[src/hdl/assert_macros.svh]
// ----------------------------------------------------------------------------
// assert_macros.svh
// Assertion shorthands shared by the parser RTL.
// ----------------------------------------------------------------------------
`ifndef ASSERT_MACROS_SVH
`define ASSERT_MACROS_SVH

`ifndef SYNTHESIS

// same-cycle implication, disabled while reset is held
`define ASSERT_IMP(lbl, clk, rst_n, ante, cons) \
    lbl: assert property (@(posedge clk) disable iff (!rst_n) (ante) |-> (cons)) \
        else $error("same-cycle implication failed");

// next-cycle implication, disabled while reset is held
`define ASSERT_NEXT(lbl, clk, rst_n, ante, cons) \
    lbl: assert property (@(posedge clk) disable iff (!rst_n) (ante) |=> (cons)) \
        else $error("next-cycle implication failed");

`else

`define ASSERT_IMP(lbl, clk, rst_n, ante, cons)
`define ASSERT_NEXT(lbl, clk, rst_n, ante, cons)

`endif

`endif

[src/hdl/wavps_pkg.sv]
// ----------------------------------------------------------------------------
// wavps_pkg
// Types and constants for the RIFF/WAV PCM16 stream parser.
// ----------------------------------------------------------------------------
package wavps_pkg;

    // chunk tags, little-endian as they assemble in the shift word
    localparam logic [31:0] TAG_RIFF = 32'h4646_4952;
    localparam logic [31:0] TAG_WAVE = 32'h4556_4157;
    localparam logic [31:0] TAG_FMT  = 32'h2074_6D66;
    localparam logic [31:0] TAG_DATA = 32'h6174_6164;

    localparam logic [31:0] FMT_BODY_BYTES = 32'd16;
    localparam logic [31:0] RATE_AT_RESET  = 32'd16000;
    localparam logic [15:0] FMT_PCM        = 16'd1;
    localparam logic [15:0] MONO           = 16'd1;
    localparam logic [15:0] PCM_BITS       = 16'd16;

    // status codes
    localparam logic [2:0] ST_OK         = 3'd0;
    localparam logic [2:0] ST_BAD_HEADER = 3'd1;
    localparam logic [2:0] ST_NO_DATA    = 3'd2;
    localparam logic [2:0] ST_BAD_FORMAT = 3'd3;
    localparam logic [2:0] ST_SHORT_DATA = 3'd4;

    // result kinds
    localparam logic RES_SAMPLE = 1'b0;
    localparam logic RES_STATUS = 1'b1;

    typedef enum logic [5:0] {
        PH_HEADER  = 6'b000001,
        PH_CHUNK   = 6'b000010,
        PH_FMT     = 6'b000100,
        PH_SKIP    = 6'b001000,
        PH_SAMPLES = 6'b010000,
        PH_DONE    = 6'b100000
    } t_phase;

    typedef struct packed {
        logic [7:0] data_byte;
        logic       end_marker;
    } t_item;

    typedef struct packed {
        logic signed [15:0] sample_value;
        logic               result_kind;
        logic [2:0]         status_code;
        logic               last_result;
    } t_result;

endpackage

[src/hdl/wavps_parse.sv]
// ----------------------------------------------------------------------------
// wavps_parse
// Per-byte parse state and its next-state logic; builds the result word.
// ----------------------------------------------------------------------------
`include "assert_macros.svh"

module wavps_parse import wavps_pkg::*; (
    input  logic        i_clk,
    input  logic        i_rst_n,
    input  logic        i_step,
    input  t_item       i_item,
    input  logic [31:0] i_req_rate,
    output logic        o_produce,
    output t_result     o_result
);

    t_phase      r_phase,     n_phase;
    logic [3:0]  r_pos,       n_pos;
    logic [31:0] r_shift,     n_shift;
    logic [31:0] r_tag,       n_tag;
    logic [31:0] r_remaining, n_remaining;
    logic [15:0] r_format,    n_format;
    logic [15:0] r_channels,  n_channels;
    logic [31:0] r_rate,      n_rate;
    logic [15:0] r_bits,      n_bits;
    logic [7:0]  r_low,       n_low;
    logic [2:0]  r_pending,   n_pending;

    logic [31:0] asm_word;
    logic        fmt_ok;
    logic [2:0]  end_status;

    assign asm_word = {i_item.data_byte, r_shift[31:8]};
    assign fmt_ok   = (r_format == FMT_PCM) && (r_channels == MONO) &&
                      (r_rate == i_req_rate) && (r_bits == PCM_BITS);

    assign o_produce = i_item.end_marker || ((r_phase == PH_SAMPLES) && r_pos[0]);

    always_comb begin
        case (r_phase)
            PH_HEADER:  end_status = ST_BAD_HEADER;
            PH_SAMPLES: end_status = ST_SHORT_DATA;
            PH_DONE:    end_status = r_pending;
            default:    end_status = ST_NO_DATA;
        endcase
    end

    always_comb begin
        if (i_item.end_marker) begin
            o_result.sample_value = 16'sd0;
            o_result.result_kind  = RES_STATUS;
            o_result.status_code  = end_status;
            o_result.last_result  = 1'b1;
        end else begin
            o_result.sample_value = $signed({i_item.data_byte, r_low});
            o_result.result_kind  = RES_SAMPLE;
            o_result.status_code  = ST_OK;
            o_result.last_result  = 1'b0;
        end
    end

    always_comb begin
        n_phase     = r_phase;
        n_pos       = r_pos;
        n_shift     = r_shift;
        n_tag       = r_tag;
        n_remaining = r_remaining;
        n_format    = r_format;
        n_channels  = r_channels;
        n_rate      = r_rate;
        n_bits      = r_bits;
        n_low       = r_low;
        n_pending   = r_pending;

        if (i_item.end_marker) begin
            // file closed: back to the start state for the next file
            n_phase     = PH_HEADER;
            n_pos       = 4'd0;
            n_shift     = 32'd0;
            n_tag       = 32'd0;
            n_remaining = 32'd0;
            n_format    = 16'd0;
            n_channels  = 16'd0;
            n_rate      = 32'd0;
            n_bits      = 16'd0;
            n_low       = 8'd0;
            n_pending   = ST_OK;
        end else begin
            case (r_phase)
                PH_SKIP: begin
                    n_remaining = r_remaining - 32'd1;
                    if (r_remaining == 32'd1) begin
                        n_phase = PH_CHUNK;
                        n_pos   = 4'd0;
                    end
                end
                PH_SAMPLES: begin
                    if (!r_pos[0]) begin
                        n_low = i_item.data_byte;
                        n_pos = 4'd1;
                    end else begin
                        n_pos       = 4'd0;
                        n_remaining = r_remaining - 32'd1;
                        if (r_remaining == 32'd1) begin
                            n_phase   = PH_DONE;
                            n_pending = ST_OK;
                        end
                    end
                end
                PH_HEADER: begin
                    n_shift = asm_word;
                    n_pos   = r_pos + 4'd1;
                    if (r_pos == 4'd3 && asm_word != TAG_RIFF) begin
                        n_phase   = PH_DONE;
                        n_pending = ST_BAD_HEADER;
                    end else if (r_pos == 4'd11) begin
                        if (asm_word != TAG_WAVE) begin
                            n_phase   = PH_DONE;
                            n_pending = ST_BAD_HEADER;
                        end else begin
                            n_phase = PH_CHUNK;
                            n_pos   = 4'd0;
                        end
                    end
                end
                PH_CHUNK: begin
                    n_shift = asm_word;
                    n_pos   = r_pos + 4'd1;
                    if (r_pos == 4'd3) begin
                        n_tag = asm_word;
                    end else if (r_pos == 4'd7) begin
                        // asm_word is the chunk size here
                        if (r_tag == TAG_FMT) begin
                            n_remaining = asm_word;
                            n_phase     = PH_FMT;
                            n_pos       = 4'd0;
                        end else if (r_tag == TAG_DATA) begin
                            if (asm_word == 32'd0) begin
                                n_phase   = PH_DONE;
                                n_pending = ST_NO_DATA;
                            end else if (!fmt_ok) begin
                                n_phase   = PH_DONE;
                                n_pending = ST_BAD_FORMAT;
                            end else if (asm_word[31:1] == 31'd0) begin
                                n_phase   = PH_DONE;
                                n_pending = ST_OK;
                            end else begin
                                n_remaining = {1'b0, asm_word[31:1]};
                                n_phase     = PH_SAMPLES;
                                n_pos       = 4'd0;
                            end
                        end else if (asm_word == 32'd0) begin
                            n_phase = PH_CHUNK;
                            n_pos   = 4'd0;
                        end else begin
                            n_remaining = asm_word;
                            n_phase     = PH_SKIP;
                        end
                    end
                end
                PH_FMT: begin
                    n_shift = asm_word;
                    n_pos   = r_pos + 4'd1;
                    case (r_pos)
                        4'd1:    n_format   = asm_word[31:16];
                        4'd3:    n_channels = asm_word[31:16];
                        4'd7:    n_rate     = asm_word;
                        4'd15:   n_bits     = asm_word[31:16];
                        default: ;
                    endcase
                    if (r_pos == 4'd15) begin
                        if (r_remaining > FMT_BODY_BYTES) begin
                            n_remaining = r_remaining - FMT_BODY_BYTES;
                            n_phase     = PH_SKIP;
                        end else begin
                            n_phase = PH_CHUNK;
                            n_pos   = 4'd0;
                        end
                    end
                end
                default: ;
            endcase
        end
    end

    always_ff @(posedge i_clk) begin
        if (!i_rst_n) begin
            r_phase     <= PH_HEADER;
            r_pos       <= 4'd0;
            r_shift     <= 32'd0;
            r_tag       <= 32'd0;
            r_remaining <= 32'd0;
            r_format    <= 16'd0;
            r_channels  <= 16'd0;
            r_rate      <= 32'd0;
            r_bits      <= 16'd0;
            r_low       <= 8'd0;
            r_pending   <= ST_OK;
        end else if (i_step) begin
            r_phase     <= n_phase;
            r_pos       <= n_pos;
            r_shift     <= n_shift;
            r_tag       <= n_tag;
            r_remaining <= n_remaining;
            r_format    <= n_format;
            r_channels  <= n_channels;
            r_rate      <= n_rate;
            r_bits      <= n_bits;
            r_low       <= n_low;
            r_pending   <= n_pending;
        end
    end

    `ASSERT_IMP(a_samples_left, i_clk, i_rst_n, r_phase == PH_SAMPLES, r_remaining != 32'd0)
    `ASSERT_IMP(a_sample_pos, i_clk, i_rst_n, r_phase == PH_SAMPLES, r_pos[3:1] == 3'd0)
    `ASSERT_NEXT(a_end_clears, i_clk, i_rst_n, i_step && i_item.end_marker, r_phase == PH_HEADER && r_pos == 4'd0)

endmodule

[src/hdl/wavps_out_reg.sv]
// ----------------------------------------------------------------------------
// wavps_out_reg
// Result register; holds a word while the consumer stalls.
// ----------------------------------------------------------------------------
`include "assert_macros.svh"

module wavps_out_reg import wavps_pkg::*; (
    input  logic    i_clk,
    input  logic    i_rst_n,
    input  logic    i_load,
    input  t_result i_result,
    input  logic    i_stall,
    output logic    o_free,
    output logic    o_valid,
    output t_result o_result
);

    logic    r_vld, n_vld;
    t_result r_res;

    // slot can take a word when empty or when the held one leaves this cycle
    assign o_free = !r_vld || !i_stall;

    always_comb begin
        if (i_load) begin
            n_vld = 1'b1;
        end else if (i_stall) begin
            n_vld = r_vld;
        end else begin
            n_vld = 1'b0;
        end
    end

    always_ff @(posedge i_clk) begin
        if (!i_rst_n) begin
            r_vld <= 1'b0;
        end else begin
            r_vld <= n_vld;
        end
    end

    always_ff @(posedge i_clk) begin
        if (i_load) begin
            r_res <= i_result;
        end
    end

    assign o_valid  = r_vld;
    assign o_result = r_res;

    `ASSERT_IMP(a_status_is_last, i_clk, i_rst_n, r_vld && r_res.result_kind == RES_STATUS, r_res.last_result)
    `ASSERT_IMP(a_sample_clean, i_clk, i_rst_n, r_vld && r_res.result_kind == RES_SAMPLE, r_res.status_code == ST_OK && !r_res.last_result)

endmodule

[src/hdl/wav_pcm16_stream_parser_core.sv]
// ----------------------------------------------------------------------------
// wav_pcm16_stream_parser_core
// RIFF/WAV byte stream parser emitting mono 16-bit PCM samples (Q1.15) and
// one final status word per file.
//
//   channel  dir  handshake              payload
//   in       in   i_in_valid/o_in_stall  i_data_byte, i_end_marker
//   out      out  o_out_valid/i_out_stall o_sample_value, o_result_kind,
//                                        o_status_code, o_last_result
//   cfg      in   i_cfg_valid/o_cfg_ready i_cfg_data (required sample rate)
//
// One byte per cycle sustained unless the result register is held by
// i_out_stall; a word passes the input register, then the parse step into the
// result register. Reset is synchronous; no clearing pass.
// o_in_stall rises only when the result register is held by i_out_stall and
// the buffered byte would produce a result; bytes with no result keep moving.
// ----------------------------------------------------------------------------
`include "assert_macros.svh"

module wav_pcm16_stream_parser_core import wavps_pkg::*; (
    input  logic               i_clk,
    input  logic               i_rst_n,
    input  logic               i_in_valid,
    output logic               o_in_stall,
    input  logic [7:0]         i_data_byte,
    input  logic               i_end_marker,
    output logic               o_out_valid,
    input  logic               i_out_stall,
    output logic signed [15:0] o_sample_value,
    output logic               o_result_kind,
    output logic [2:0]         o_status_code,
    output logic               o_last_result,
    input  logic               i_cfg_valid,
    output logic               o_cfg_ready,
    input  logic [31:0]        i_cfg_data
);

    logic        r_in_vld, n_in_vld;
    t_item       r_item;
    logic [31:0] r_req_rate;
    logic        in_accept;
    logic        step;
    logic        produce;
    logic        out_free;
    t_result     step_result;
    t_result     out_result;

    assign o_cfg_ready = 1'b1;

    always_ff @(posedge i_clk) begin
        if (!i_rst_n) begin
            r_req_rate <= RATE_AT_RESET;
        end else if (i_cfg_valid && o_cfg_ready) begin
            r_req_rate <= i_cfg_data;
        end
    end

    // buffered word advances unless it needs the result slot and that is held
    assign step       = r_in_vld && (out_free || !produce);
    assign o_in_stall = r_in_vld && !step;
    assign in_accept  = i_in_valid && !o_in_stall;

    always_comb begin
        if (in_accept) begin
            n_in_vld = 1'b1;
        end else if (step) begin
            n_in_vld = 1'b0;
        end else begin
            n_in_vld = r_in_vld;
        end
    end

    always_ff @(posedge i_clk) begin
        if (!i_rst_n) begin
            r_in_vld <= 1'b0;
        end else begin
            r_in_vld <= n_in_vld;
        end
    end

    always_ff @(posedge i_clk) begin
        if (in_accept) begin
            r_item.data_byte  <= i_data_byte;
            r_item.end_marker <= i_end_marker;
        end
    end

    wavps_parse u_parse (
        .i_clk      (i_clk),
        .i_rst_n    (i_rst_n),
        .i_step     (step),
        .i_item     (r_item),
        .i_req_rate (r_req_rate),
        .o_produce  (produce),
        .o_result   (step_result)
    );

    wavps_out_reg u_out_reg (
        .i_clk    (i_clk),
        .i_rst_n  (i_rst_n),
        .i_load   (step && produce),
        .i_result (step_result),
        .i_stall  (i_out_stall),
        .o_free   (out_free),
        .o_valid  (o_out_valid),
        .o_result (out_result)
    );

    assign o_sample_value = out_result.sample_value;
    assign o_result_kind  = out_result.result_kind;
    assign o_status_code  = out_result.status_code;
    assign o_last_result  = out_result.last_result;

    `ASSERT_IMP(a_stall_needs_full, i_clk, i_rst_n, o_in_stall, o_out_valid && i_out_stall)

endmodule
[config.mk]
export PLATFORM = sky130hd
export DESIGN_NAME = wav_pcm16_stream_parser_core
export DESIGN_NICKNAME = d
export VERILOG_FILES = /design/src/hdl/wavps_pkg.sv /design/src/hdl/wavps_parse.sv /design/src/hdl/wavps_out_reg.sv /design/src/hdl/wav_pcm16_stream_parser_core.sv
export VERILOG_INCLUDE_DIRS = /design/src /design/src/hdl
export SDC_FILE = /design/constraint.sdc
export NUM_CORES = 1
export LEC_CHECK = 0
export ABC_AREA = 0
export BUFFER_PORTS_ARGS = -buffer_cell sky130_fd_sc_hd__clkbuf_2
export CORE_AREA = 5 5 174 176
export CTS_BUF_LIST = sky130_fd_sc_hd__clkbuf_8 sky130_fd_sc_hd__clkbuf_16
export DETAILED_ROUTE_END_ITERATION = 7
export DIE_AREA = 0 0 179 181
export PLACE_DENSITY = 0.7
export SLEW_MARGIN = 15
export SYNTH_ARGS = -nofsm -noshare
export SYNTH_HDL_FRONTEND = slang
export SYNTH_SLANG_ARGS = --single-unit
[constraint.sdc]
create_clock -name i_clk -period 2.9 [get_ports i_clk]
set_input_delay 0.87 -clock i_clk [delete_from_list [all_inputs] [get_ports i_clk]]
set_output_delay 0.87 -clock i_clk [all_outputs]
set_load 0.02 [all_outputs]
Yosys cells after proc, flatten, opt, wreduce, memory -nomap -nowiden
Index checks and enable logic that the tools add are counted.

storage, ports and cells
  bits in registers = 261
  bits of input ports = 46

cells by class
  add/subtract/negate cells = 3
  mux-type cells = 88
  order comparisons = 1
  eq/ne operators = 37
  reduce and logical (&&, ||, !) cells = 43

operator list
  cell                                                            count
  two-way mux 32 bit                                              20
  two-way mux 16 bit                                              9
  one-hot mux 32 bit (4 select lines)                             1
  two-way mux 6 bit                                               15
  two-way mux 4 bit                                               17
  != test 32 x 31 -> 1 bit, second input constant                 2
  two-way mux 3 bit                                               13
  == test 16 x 1 -> 1 bit, second input constant                  2
  == test 32 x 1 -> 1 bit, second input constant                  1
  == test 32 x 30 -> 1 bit, second input constant                 1
  == test 32 x 31 -> 1 bit, second input constant                 1
  == test 32 bit                                                  1
  greater-than comparator 32 x 5 -> 1 bit, second input constant  1
  logical NOT 32 bit                                              1
  subtractor 32 x 1 -> 32 bit, second input constant              1
  subtractor 32 x 5 -> 32 bit, second input constant              1
  logical NOT 31 bit                                              1
  one-hot mux 6 bit (5 select lines)                              1
  two-way mux 8 bit                                               3
  AND reduction 3 bit                                             7
  one-hot mux 4 bit (5 select lines)                              1
  != test 3 x 2 -> 1 bit, second input constant                   6
  one-hot mux 3 bit (3 select lines)                              2
  nonzero test 2 bit                                              9
  other kinds (33)                                                55

Logic depth before layout (Yosys ltp)
Gate-level depths: netlist (run 1).

  depth after elaboration = 12
  gate-level depth with buffers = 11

By module
A second synthesis (run 1) with hierarchy kept.

second synthesis, totals
  cell total of the unflattened synthesis = 1427
  area total of the unflattened synthesis = 12116.6 um2

modules (own cells, without submodules)
  module                        instances  cells each  area an instance (um2)  seq. area each (um2)
  wavps_parse                   1          1281        9879.5                  3763.6
  wav_pcm16_stream_parser_core  1          121         1571.5                  930.9
  wavps_out_reg                 1          25          665.6                   650.6

Least setup slack after synthesis (run 1)
OpenSTA, ideal clock, no wires.

  kind = reg2reg
  start = register r_item[4] (netlist bit)
  end = register u_parse.r_remaining[11]
  setup slack = -157 ps
  arrival time = 2940 ps
  required time = 2783 ps
  stages on the path, launching flop included = 10
  path through = edfxtp_1 > or4_1 > or3_1 > nor4_1 > a311oi_1 > and3_1 > and2_1 > clkbuf_1 > buf_2 > a22o_1

between the ends
  word-level cells in the longest chain between the ends = 3
  elaborated cells on any way between the ends = 5
  classes of those cells = eq/ne (2); reduce/logical (3)

ends and longest elaborated chain
  element                                                                                   RTL line                                                    source
  from (decl)                                                                               wav_pcm16_stream_parser_core.sv:39                          t_item r_item;
  logical NOT 31 bit / logical NOT 32 bit (equally long branches)                           wavps_parse.sv:144, wavps_parse.sv:138, wavps_parse.sv:152
  != test 5 x 4 -> 1 bit (no source line) / != test 4 x 3 -> 1 bit (equally long branches)  --
  AND reduction 10 bit (no source line) (*)                                                 --
  to (signal assigned)                                                                      wavps_parse.sv:204                                          r_remaining <= n_remaining;
  to (decl)                                                                                 wavps_parse.sv:21                                           logic [31:0] r_remaining, n_remaining;

Mark *: on every way between the ends. The rest lies on a longest branch, timed or not.
A chain may end at the register's enable or synchronous reset.

Worst setup path in the final report (run 1)
  start = register u_parse.r_remaining[29]
  end = register u_parse.r_pos[3]

between the ends
  word-level cells in the longest chain between the ends = 5
  elaborated cells on any way between the ends = 8
  classes of those cells = order compare (1); eq/ne (2); mux (4); reduce/logical (1)

ends and longest elaborated chain
  element                                  RTL line            source
  greater-than comparator 32 x 5 -> 1 bit  wavps_parse.sv:172  if (r_remaining > FMT_BODY_BYTES) begin
  two-way mux 4 bit                        wavps_parse.sv:172
  two-way mux 4 bit                        wavps_parse.sv:171  if (r_pos == 4'd15) begin
  one-hot mux 4 bit (5 select lines)       wavps_parse.sv:89   case (r_phase)
  two-way mux 4 bit                        wavps_parse.sv:75   if (i_item.end_marker) begin
  to (signal assigned)                     wavps_parse.sv:201  r_pos <= n_pos;
  to (decl)                                wavps_parse.sv:18   logic [3:0] r_pos, n_pos;

Parallel ways exist; a longest one is shown, timed or not.

==> out/results.ini, run 1 <==
[routing]
post_drt_wl_per_cell_um = 19.1
via_per_inst = 5.70
ant_nets = 0
drc = 0
drt-total-wl_um = 35600
drt_iter0_drc = 1019
drt_first_pass_iters = 7
vias = 10584

[pwr]
power_density_nw_per_um2 = 584
leakage_nw = 5.78
finalPower_mw = 8.32
max-vdd-ir-drop_uv = 421

[critical_path]
critPathKind = flip-flop to flip-flop
cp.arrival_ps = 3410
cp.required_ps = 3400
r2r_start = u_parse.r_remaining[29]
crit_chain = or4_1, or4_4, nor4_2, o221ai_2, or4_1, a311oi_1, o2bb2ai_1
reg2regPathDepth = 7
worst_setup_path_start_kind = flip-flop
slowest_stage = or4_4
path_common_cell = or4_1
slowest_delay_ps = 580
r2r_slack_ps = -10
crit_path_end_kind = flip-flop
cp_max_fo = 4
reg2reg_to = u_parse.r_pos[3]

[synthesis]
synth-seq-cells = 251
synth_nets = 1395
synth_area_leaders = dfxtp_1 (38%), mux2i_1 (12%), edfxtp_1 (7.4%)
synth_cells = 1343
yosys_most_used_dff = dfxtp_1
synth_area_leader_cell = dfxtp_1
ys_async_sr_fraction_pct = 0
ys_warn_count = 0
synth_top_area_share_pct = 37.5
synth_cell_type_count = 67
ys_seq_area_share_pct = 44.9
synth.avg_cell_area_sq_um = 8.81
synth_edf_count = 29
syn-cell-area_sq_um = 11800

[outcome]
status = complete, but fails checks
violations = setup timing

[clock_network]
cts_made_buffers = 27
clk_latency_ps = 560
clkTransAtPathRegs_ps = 60
cts_buffer_depth = 3
htreeDepth = 1
cts-root-buf = clkbuf_16
clock_sinks = 251
cts_tree = built

[worst_hold_path]
hold_path_end = u_parse.r_tag[18]
min_from = u_parse.r_tag[18]
hold_path_depth = 2
holdCritPathClass = flip-flop to flip-flop

[place]
dp_hpwl_um = 24800
dp.cells = 1806
gp_routability_congestion = 0.929
portBuffers = 68

[sta]
fin_crit_ps = 2910
final.period_utilization_pct = 100
final-hold-violation-count = 0
fmax_ghz = 0.343
finalSetupViolCount = 1
final_max_slew_viol_count = 0
rsz0062_at_grt = true
layout_setup_ws_ps = -11.4
slew_headroom_pct = 20.9
fin_worst_skew_ps = 21.3
worstMarginPinSlew_ps = 1180

[grt]
grtUsageTotal_pct = 21.5
grt_pass1_wl_um = 56300
overflow = 0
grt_pass1_vias = 10169
grt_max_degree = 180
grt_antenna_before_repair = 0

[floorplanning]
initial_core_util_pct = 41.6
core_sq_um = 28500
die_x_um = 179
num_rows = 62
die_y_um = 181
io_pins = 70
fp.dieArea_sq_um = 32400

[layout]
drive_above_1_share_pct = 17.7
layout.nets = 1505
syn_to_final_growth_pct = 20.4
antennaDiodeCount = 0
instances_no_fill = 1857

[job]
maxCapViolations = 0

## final cells by class
class	instances	area (sq um)
fillers	2659	14200
multi-input cells	979	6230
flip-flops and latches	251	5320
repair buffers	176	1250
clock buffers	32	756
well taps	384	480
clock inverters	17	140
inverters	18	70.1
## worst max-delay path, delay by kind of cell (launching register included)
| family | cells | cell delay (ps) |
|---|---|---|
| AOI/OAI and AO/OA | 3 | 610 |
| DFF | 1 | 300 |
| and+or+nand+nor | 4 | 1950 |
## how the worst max path moves through the flow
stage / start / to / depth (start not counted)
floorplan: u_parse.r_remaining[29] / u_parse.r_phase[2] / 9
global placement: u_parse.r_remaining[29] / u_parse.r_phase[3] / 7
detailed placement: u_parse.r_remaining[29] / u_parse.r_phase[3] / 7
CTS: u_parse.r_remaining[21] / u_parse.r_phase[3] / 7
global route: u_parse.r_remaining[29] / u_parse.r_phase[3] / 7
finish: u_parse.r_remaining[29] / u_parse.r_pos[3] / 7
## report_power, final
part / leakage, nW / switching, mW / internal, mW
registers: 2.08 / 0.0728 / 3.60
logic: 3.25 / 0.701 / 0.482
clock network: 0.451 / 1.43 / 2.03
## cell families (layout without fill, tap and decap cells)
| family | Yosys count | count (layout) | share of synthesized area [%] |
|---|---|---|---|
| muxes | 143 | 143 | 12.1 |
| AOI/OAI and AO/OA | 247 | 247 | 13.5 |
| buffers and inverters | 113 | 243 | 3.79 |
| DFF | 251 | 251 | 44.9 |
| and+or+nand+nor | 548 | 548 | 22.5 |
| adders and majority gates | 6 | 6 | 0.634 |
| xor gates and xnor gates | 34 | 34 | 2.52 |
| other | 1 | 1 | 0.0317 |
## synth_stat cells (7+ instances only)
master	count
dfxtp_1	222
nand2_1	159
nor2_1	158
mux2i_1	139
a21oi_1	98
clkbuf_1	75
nor2b_1	37
nand3_1	34
xnor2_1	33
nor4_1	32
edfxtp_1	29
o21ai_0	29
nand4_1	25
nor3_1	19
inv_1	17
or4_1	17
a22o_1	15
or3_1	13
nor3b_1	12
o211ai_1	11
o22ai_1	10
buf_1	9
a31oi_1	8
buf_2	8
nor4b_1	8
nand2b_1	7
o221ai_1	7
## metrics by stage
step / setup slack, ps / utilization, % / setup TNS, ps / area [sq um] / hold WS, ps
5_1_grt: -52.5 / 50.1 / -603 / 14300 / 473
3_5_place_dp: -53.0 / 46.5 / -82.0 / 13200 / 445
4_1_cts: -23.2 / 49.9 / -23.2 / 14200 / 455
6_report: -11.4 / 50.1 / -11.4 / 14300 / 454
3_3_place_gp: 13.9 / 46.5 / 0 / 13200 / 439
2_1_floorplan: 17.6 / - / 0 / 11900 / 424
## layout by cell type (no fill, tap or decap), types with 20 or more instances in the layout
cell type	netlist	layout
nor2_1	158	156
mux2i_1	139	139
edfxtp_1	29	29
nor2b_1	37	37
o21ai_0	29	29
inv_1	17	20
dfxtp_1	222	217
nand4_1	25	25
nand3_1	34	34
clkbuf_2	0	67
xnor2_1	33	33
nand2_1	159	159
clkbuf_16	0	28
nor4_1	32	29
a21oi_1	98	96
buf_4	2	100
## sequential cells by signal, summed over array words and instances, names as in the netlist
| register | count |
|---|---|
| r_item | 9 |
| u_parse.r_phase | 6 |
| u_parse.r_pos | 4 |
| u_parse.r_channels | 16 |
| u_out_reg.o_valid | 1 |
| r_req_rate | 32 |
| u_parse.r_shift | 24 |
| u_parse.r_pending | 2 |
| u_parse.r_low | 8 |
| u_parse.r_tag | 32 |
| u_out_reg.o_result | 20 |
| u_parse.r_rate | 32 |
| u_parse.r_remaining | 32 |
| u_parse.r_bits | 16 |
| r_in_vld | 1 |
| u_parse.r_format | 16 |
## metal layers
metal  vias to the layer above  global-route usage [%]  part of all wire (%)
met5                         -                       0                     0
met4                         0                    8.20                   4.1
met3                        91                    3.22                   7.2
met2                       461                    34.5                    46
met1                      4993                    29.1                    42
li1                       5039                       -                     -
## timing repair
| item | in CTS | in global routing |
|---|---|---|
| gates resized for setup | 9 | 11 |
| hold buffers | 0 | 0 |
| cloned | 0 | 0 |
| buffers inserted | 2 | 0 |
| setup endpoints to repair | 6 | 38 |
| pin swaps | 4 | 2 |
Note: power is estimated with default switching activity, not from simulation.
==> run 2: changes to the inputs <==
--- a/config.mk
+++ b/config.mk
@@ -8,12 +8,13 @@
 export LEC_CHECK = 0
 export ABC_AREA = 0
 export BUFFER_PORTS_ARGS = -buffer_cell sky130_fd_sc_hd__clkbuf_2
-export CORE_AREA = 5 5 174 176
+export CORE_AREA = 5 5 176 178
 export CTS_BUF_LIST = sky130_fd_sc_hd__clkbuf_8 sky130_fd_sc_hd__clkbuf_16
 export DETAILED_ROUTE_END_ITERATION = 7
-export DIE_AREA = 0 0 179 181
+export DIE_AREA = 0 0 181 183
 export PLACE_DENSITY = 0.7
 export SLEW_MARGIN = 15
 export SYNTH_ARGS = -nofsm -noshare
 export SYNTH_HDL_FRONTEND = slang
+export SYNTH_HIERARCHICAL = 1
 export SYNTH_SLANG_ARGS = --single-unit
==> out/results.ini, run 2 <==
[floorplanning]
core_sq_um = 29200  ; was 28500 sq um
io_pins = 70  ; unchanged
die_y_um = 183  ; was 181 um
die_x_um = 181  ; was 179 um
fp.dieArea_sq_um = 33100  ; was 32400 sq um
num_rows = 63  ; was 62
initial_core_util_pct = 41.4  ; was 41.6%

[sta]
fin_worst_skew_ps = 21.3  ; about the same
hold_ws_ps = 451  ; was 454 ps
final-hold-violation-count = 0  ; unchanged
fin_crit_ps = 2850  ; was 2910 ps
final_max_slew_viol_count = 0  ; unchanged
fmax_ghz = 0.350  ; was 0.343 GHz
worstMarginPinSlew_ps = 1060  ; was 1180 ps
final.period_utilization_pct = 98.4  ; was 100%
finalSetupViolCount = 0  ; was 1
slew_headroom_pct = 29.1  ; was 20.9%

[pwr]
finalPower_mw = 8.22  ; was 8.32 mW
power_density_nw_per_um2 = 581  ; was 584 nW/um^2
seqPwrFrac_pct = 45.0  ; was 44.2%
max-vdd-ir-drop_uv = 432  ; was 421 uV
switching_share_pct = 26.9  ; was 26.5%
combPwrFrac_pct = 12.9  ; was 14.2%
pwr-share-clk_pct = 42.1  ; was 41.6%
internal_power_mw = 6.01  ; was 6.11 mW
leakage_nw = 5.15  ; was 5.78 nW
power.net_switching_mw = 2.21  ; about the same

[outcome]
status = complete, no violations  ; was complete, but fails checks

[clock_network]
cts_made_buffers = 27  ; unchanged
htreeDepth = 1  ; unchanged
cts_buffer_depth = 3  ; unchanged
clkTransAtPathRegs_ps = 70  ; was 60 ps
ctsHoldBuffers = 0  ; unchanged
clock_sinks = 252  ; was 251
cts_tree = built  ; unchanged
clk_latency_ps = 560  ; about the same
cts-root-buf = clkbuf_16  ; unchanged

[synthesis]
ys_seq_area_share_pct = 44.1  ; was 44.9%
yosys_most_used_dff = dfxtp_1  ; unchanged
syn-cell-area_sq_um = 12100  ; was 11800 sq um
ys_warn_count = 6  ; was 0
ys_async_sr_fraction_pct = 0  ; unchanged
synth_cells = 1427  ; was 1343
synth_cell_type_count = 78  ; was 67
yosysMostFrequentCell = nand2_1  ; was dfxtp_1
synthTopCellsByCount = nand2_1 (288), dfxtp_1 (222), a21oi_1 (143)  ; was dfxtp_1 (222), nand2_1 (159), nor2_1 (158)
synth-seq-cells = 252  ; was 251
synth.avg_cell_area_sq_um = 8.49  ; was 8.81 sq um
synth_area_leader_cell = dfxtp_1  ; unchanged
synth_nets = 1479  ; was 1395
synth_area_leaders = dfxtp_1 (37%), nand2_1 (8.9%), mux2i_1 (8.6%)  ; was dfxtp_1 (38%), mux2i_1 (12%), edfxtp_1 (7.4%)
synth_edf_count = 30  ; was 29
synth_top_area_share_pct = 36.7  ; was 37.5%

[grt]
overflow = 0  ; unchanged
grt_pass1_wl_um = 54600  ; was 56300 um
grt_antenna_before_repair = 0  ; unchanged
grt_max_degree = 151  ; was 180
grtUsageTotal_pct = 20.0  ; was 21.5%
grt_pass1_vias = 10138  ; was 10169

[worst_hold_path]
hold_path_depth = 2  ; unchanged
holdCritPathClass = flip-flop to flip-flop  ; unchanged
min_from = u_parse/r_tag[13]  ; was u_parse.r_tag[18]

[critical_path]
crit_path_end_kind = flip-flop  ; unchanged
worst_setup_path_start_kind = flip-flop  ; unchanged
r2r_slack_ps = 50  ; was -10 ps
cp_max_fo = 6  ; was 4
cp.required_ps = 3340  ; was 3400 ps
critPathKind = flip-flop to flip-flop  ; unchanged
critPathLaunch = u_parse/r_tag[23]  ; was u_parse.r_remaining[29]
cp-endpoint = u_parse/r_remaining[27]  ; was u_parse.r_pos[3]
reg2reg_to = u_parse/r_remaining[27]  ; was u_parse.r_pos[3]
r2r_start = u_parse/r_tag[23]  ; was u_parse.r_remaining[29]
reg2regPathDepth = 9  ; was 7
cp.arrival_ps = 3300  ; was 3410 ps

[job]
maxCapViolations = 0  ; unchanged

[routing]
drt_iter0_drc = 1219  ; was 1019
post_drt_wl_per_cell_um = 18.6  ; was 19.1 um
ant_nets = 0  ; unchanged
drt_first_pass_iters = 5  ; was 7
via_per_inst = 5.64  ; was 5.70
drt-total-wl_um = 35600  ; about the same
vias = 10821  ; was 10584
drc = 0  ; unchanged

[place]
portBuffers = 68  ; unchanged
gp_routability_congestion = 0.938  ; was 0.929
dp_hpwl_um = 24300  ; was 24800 um

[layout]
layout.nets = 1562  ; was 1505
antennaDiodeCount = 0  ; unchanged
syn_to_final_growth_pct = 16.8  ; was 20.4%
drive_above_1_share_pct = 15.8  ; was 17.7%
final_common_cell = nand2_1  ; was dfxtp_1
most-common-layout-cells = nand2_1 (288), dfxtp_1 (220), a21oi_1 (142), mux2i_1 (104), nor2_1 (93)  ; was dfxtp_1 (217), nand2_1 (159), nor2_1 (156), mux2i_1 (139), buf_4 (100)

[run 2: cell count changes in the layout (fill, tap and decap cells not counted), sizes merged, moves of 18 or more]
| cell | before | now |
|---|---|---|
| nor3 | 19 | 37 |
| buf | 108 | 89 |
| nand2 | 159 | 288 |
| mux2i | 139 | 104 |
| nor2b | 37 | 69 |
| a21oi | 98 | 143 |
| nor2 | 158 | 94 |
[run 2: layout make-up]
class | count | area [sq um]
Clock buffer | 32 | 756
Clock inverter | 16 | 136
Fill cell | 2764 | 15100
Inverter | 16 | 62.6
Multi-Input combinational cell | 1057 | 6300
Sequential cell | 252 | 5350
Tap cell | 390 | 488
Timing Repair Buffer | 156 | 1060
[run 2: power groups by stage]
stage	registers [mW]	logic (mW)	clock network, mW
after floorplan	3.75	0.688	0
after global placement	3.77	0.991	0
after detailed placement	3.77	1.01	0
after CTS	3.69	1.01	3.49
after global routing	3.70	1.16	3.65
final	3.69	1.06	3.46
[run 2: what timing repair did]
item	CTS	global route
setup buffers	0	8
gates cloned	0	1
pin swaps	0	4
setup endpoints to repair	1	27
resized for setup	2	18
[run 2: worst min-delay path by stage]
stage | to | slack (ps)
final | u_parse/r_tag[13] | 450
after global routing | u_parse/r_tag[14] | 470
after CTS | u_parse/r_tag[13] | 450
after detailed placement | u_parse/r_tag[13] | 440
after global placement | u_parse/r_tag[13] | 440
after floorplan | u_parse/r_tag[25] | 430
[run 2: critical path: stages (launching register included)]
cell      delay, ps
dfxtp_1         320
or4_4           530
or3_4           380
or4b_1          510
a41oi_2         210
buf_4           160
and4bb_2        280
o311a_1         130
o21ai_0         160
nand2_1          70
[run 2: routing by layer]
layer	part of all wire [%]	wire, um	GRT usage, %
met3	7.4	2640	3.31
met2	47	16700	32.9
met5	0	0	0
met1	43	15400	27.2
met4	2.6	929	6.30
[run 2: per-stage QoR]
stage | util, % | std cells | setup TNS [ps] | worst slack (ps) | area, sq um
after floorplan | - | 1427 | 0 | 103 | 12100
after CTS | 47.9 | 1910 | 0 | 17.1 | 14000
final | 48.4 | 1919 | 0 | 45.8 | 14100
after detailed placement | 44.8 | 1862 | 0 | 46.5 | 13100
after global placement | 44.8 | 1862 | 0 | 154 | 13100
after global routing | 48.4 | 1919 | -46.0 | -28.9 | 14100
[run 2: cell families (layout without fill, tap and decap cells)]
kind of cell             after synthesis  after routing  share of synthesized area, %
AO/OA/AOI/OAI                        273            273                          13.7
XOR/XNOR                              39             39                          2.82
adder cells (fa/ha/maj)                6              6                         0.620
buffers and inverters                119            220                          4.77
flip-flops                           252            252                          44.1
multiplexers                         106            106                          8.78
other                                  1              1                        0.0309
AND/OR/NAND/NOR                      631            632                          25.2
==> run 3: changes to the inputs <==
--- a/config.mk
+++ b/config.mk
@@ -8,11 +8,11 @@
 export LEC_CHECK = 0
 export ABC_AREA = 0
 export BUFFER_PORTS_ARGS = -buffer_cell sky130_fd_sc_hd__clkbuf_2
-export CORE_AREA = 5 5 176 178
+export CORE_AREA = 5 5 171 173
 export CTS_BUF_LIST = sky130_fd_sc_hd__clkbuf_8 sky130_fd_sc_hd__clkbuf_16
 export DETAILED_ROUTE_END_ITERATION = 7
-export DIE_AREA = 0 0 181 183
-export PLACE_DENSITY = 0.7
+export DIE_AREA = 0 0 176 178
+export PLACE_DENSITY = 0.73
 export SLEW_MARGIN = 15
 export SYNTH_ARGS = -nofsm -noshare
 export SYNTH_HDL_FRONTEND = slang
==> out/results.ini, run 3 (synthesized netlist as in run 2, its figures left out) <==
[grt]
grt_pass1_vias = 10100  ; was 10138
grtUsageTotal_pct = 21.5  ; was 20.0%
overflow = 0  ; unchanged
grt_max_degree = 151  ; unchanged
grt_antenna_before_repair = 0  ; unchanged
grt_pass1_wl_um = 54500  ; was 54600 um

[critical_path]
critPathKind = flip-flop to flip-flop  ; unchanged
worst_setup_path_start_kind = flip-flop  ; unchanged
cp_max_fo = 7  ; was 6
reg2regPathDepth = 9  ; unchanged
cp.required_ps = 3390  ; was 3340 ps
cp.arrival_ps = 3290  ; was 3300 ps
r2r_slack_ps = 100  ; was 50 ps
reg2reg_to = u_parse/r_remaining[13]  ; was u_parse/r_remaining[27]
r2r_start = u_parse/r_tag[23]  ; unchanged
crit_path_end_kind = flip-flop  ; unchanged

[sta]
worstMarginPinSlew_ps = 1150  ; was 1060 ps
final.period_utilization_pct = 96.7  ; was 98.4%
final-hold-violation-count = 0  ; unchanged
final_max_slew_viol_count = 0  ; unchanged
slew_headroom_pct = 23.1  ; was 29.1%
fin_worst_skew_ps = 18.8  ; was 21.3 ps
fin_setup_tns_ps = 0  ; unchanged
fin_crit_ps = 2800  ; was 2850 ps
fmax_ghz = 0.357  ; was 0.350 GHz
finalSetupViolCount = 0  ; unchanged

[worst_hold_path]
hold_path_end = u_parse/r_bits[4]  ; was u_parse/r_tag[13]
hold_path_depth = 2  ; unchanged
min_from = u_parse/r_bits[4]  ; was u_parse/r_tag[13]
holdCritPathClass = flip-flop to flip-flop  ; unchanged

[layout]
n_fill_cell = 2499  ; was 2764
layout.nets = 1561  ; was 1562
antennaDiodeCount = 0  ; unchanged
regArea_sq_um = 5350  ; about the same
final_common_cell = nand2_1  ; unchanged
drive_above_1_share_pct = 15.6  ; was 15.8%
multi_input_area_sq_um = 6310  ; was 6300 sq um
syn_to_final_growth_pct = 16.0  ; was 16.8%
most-common-layout-cells = nand2_1 (288), dfxtp_1 (219), a21oi_1 (143), mux2i_1 (104), nor2_1 (93)  ; was nand2_1 (288), dfxtp_1 (220), a21oi_1 (142), mux2i_1 (104), nor2_1 (93)
final_util_pct = 51.1  ; was 48.4%

[floorplanning]
core_sq_um = 27500  ; was 29200 sq um
io_pins = 70  ; unchanged
initial_core_util_pct = 44.1  ; was 41.4%
die_x_um = 176  ; was 181 um
die_y_um = 178  ; was 183 um
num_rows = 61  ; was 63
fp.dieArea_sq_um = 31300  ; was 33100 sq um

[routing]
via_per_inst = 5.82  ; was 5.64
drt-total-wl_um = 35400  ; was 35600 um
drt_iter0_drc = 1273  ; was 1219
ant_nets = 0  ; unchanged
drc = 0  ; unchanged
drt_first_pass_iters = 6  ; was 5
post_drt_wl_per_cell_um = 18.9  ; was 18.6 um
vias = 10910  ; was 10821

[job]
maxCapViolations = 0  ; unchanged

[outcome]
status = complete, no violations  ; unchanged

[clock_network]
cts_made_buffers = 26  ; was 27
ctsHoldBuffers = 0  ; unchanged
cts_tree = built  ; unchanged
clkTransAtPathRegs_ps = 70  ; about the same
clock_sinks = 252  ; unchanged
cts-root-buf = clkbuf_16  ; unchanged
clk_latency_ps = 550  ; was 560 ps
cts_buffer_depth = 3  ; unchanged
htreeDepth = 1  ; unchanged

[place]
gp_routability_congestion = 0.947  ; was 0.938
portBuffers = 68  ; unchanged
dp_hpwl_um = 24200  ; was 24300 um

[pwr]
leakage_nw = 5.13  ; was 5.15 nW
max-vdd-ir-drop_uv = 402  ; was 432 uV
power_density_nw_per_um2 = 569  ; was 581 nW/um^2

run 3: power breakdown:
| part | leakage, nW | internal (mW) | total (mW) | switching, mW |
|---|---|---|---|---|
| combinational | 2.63 | 0.434 | 1.07 | 0.640 |
| sequential | 2.08 | 3.61 | 3.69 | 0.0793 |
| clock | 0.422 | 1.80 | 3.22 | 1.42 |
run 3: how the worst max path moves through the flow:
stage / endpoint / cells past startpoint / start / slack (ps)
2_1_floorplan: u_parse/r_remaining[27] / 11 / u_parse/r_remaining[4] / 100
3_3_place_gp: u_parse/r_remaining[25] / 9 / u_parse/r_tag[23] / 120
3_5_place_dp: u_parse/r_remaining[30] / 10 / u_parse/r_remaining[4] / 10
4_1_cts: o_in_stall / 6 / u_parse/r_phase[3] / 0.8
5_1_grt: o_in_stall / 7 / u_parse/r_phase[2] / -10
6_report: u_parse/r_remaining[13] / 9 / u_parse/r_tag[23] / 100
run 3: area by class of cell:
type                    instances  area share, %
repair buffers                156           7.59
clock inverters                16          0.703
inverters                      16          0.445
flip-flops and latches        252           38.1
well taps                     346           3.08
multi-input cells            1057           44.9
clock buffers                  31           5.20
run 3: what timing repair did:
item,CTS,global route
endpoints found under the setup margin,1,37
gates resized for setup,1,22
setup buffers,0,7
pin swaps,0,5
gates cloned,0,1
run 3: per-layer routing:
metal  GRT usage [%]  vias to the layer above  share of wire (%)
met5               0                        -                  0
met4            7.57                        0                3.5
met3            3.77                       94                8.4
met2            35.1                      502                 46
met1            28.9                     5156                 42
li1                -                     5158                  -
run 3: worst max-delay path: stages, from the launching register on:
cell and delay, ps:
dfxtp_1 310, or4_4 530, or3_4 420, or3_4 390
a32oi_4 200, and4bb_4 380, buf_4 160, o221ai_1 110
a21oi_1 150, a21o_1 90
run 3: per-stage QoR:
| stage | power, mW | area [sq um] | std cells | setup WS, ps | hold WS [ps] |
|---|---|---|---|---|---|
| floorplan | 4.44 | 12100 | 1427 | 103 | 431 |
| global placement | 4.76 | 13100 | 1819 | 117 | 438 |
| detailed placement | 4.78 | 13100 | 1819 | 14.0 | 444 |
| CTS | 7.97 | 13900 | 1866 | 0.785 | 453 |
| global route | 8.28 | 14100 | 1874 | -10.1 | 476 |
| finish | 7.99 | 14100 | 1874 | 96.5 | 451 |
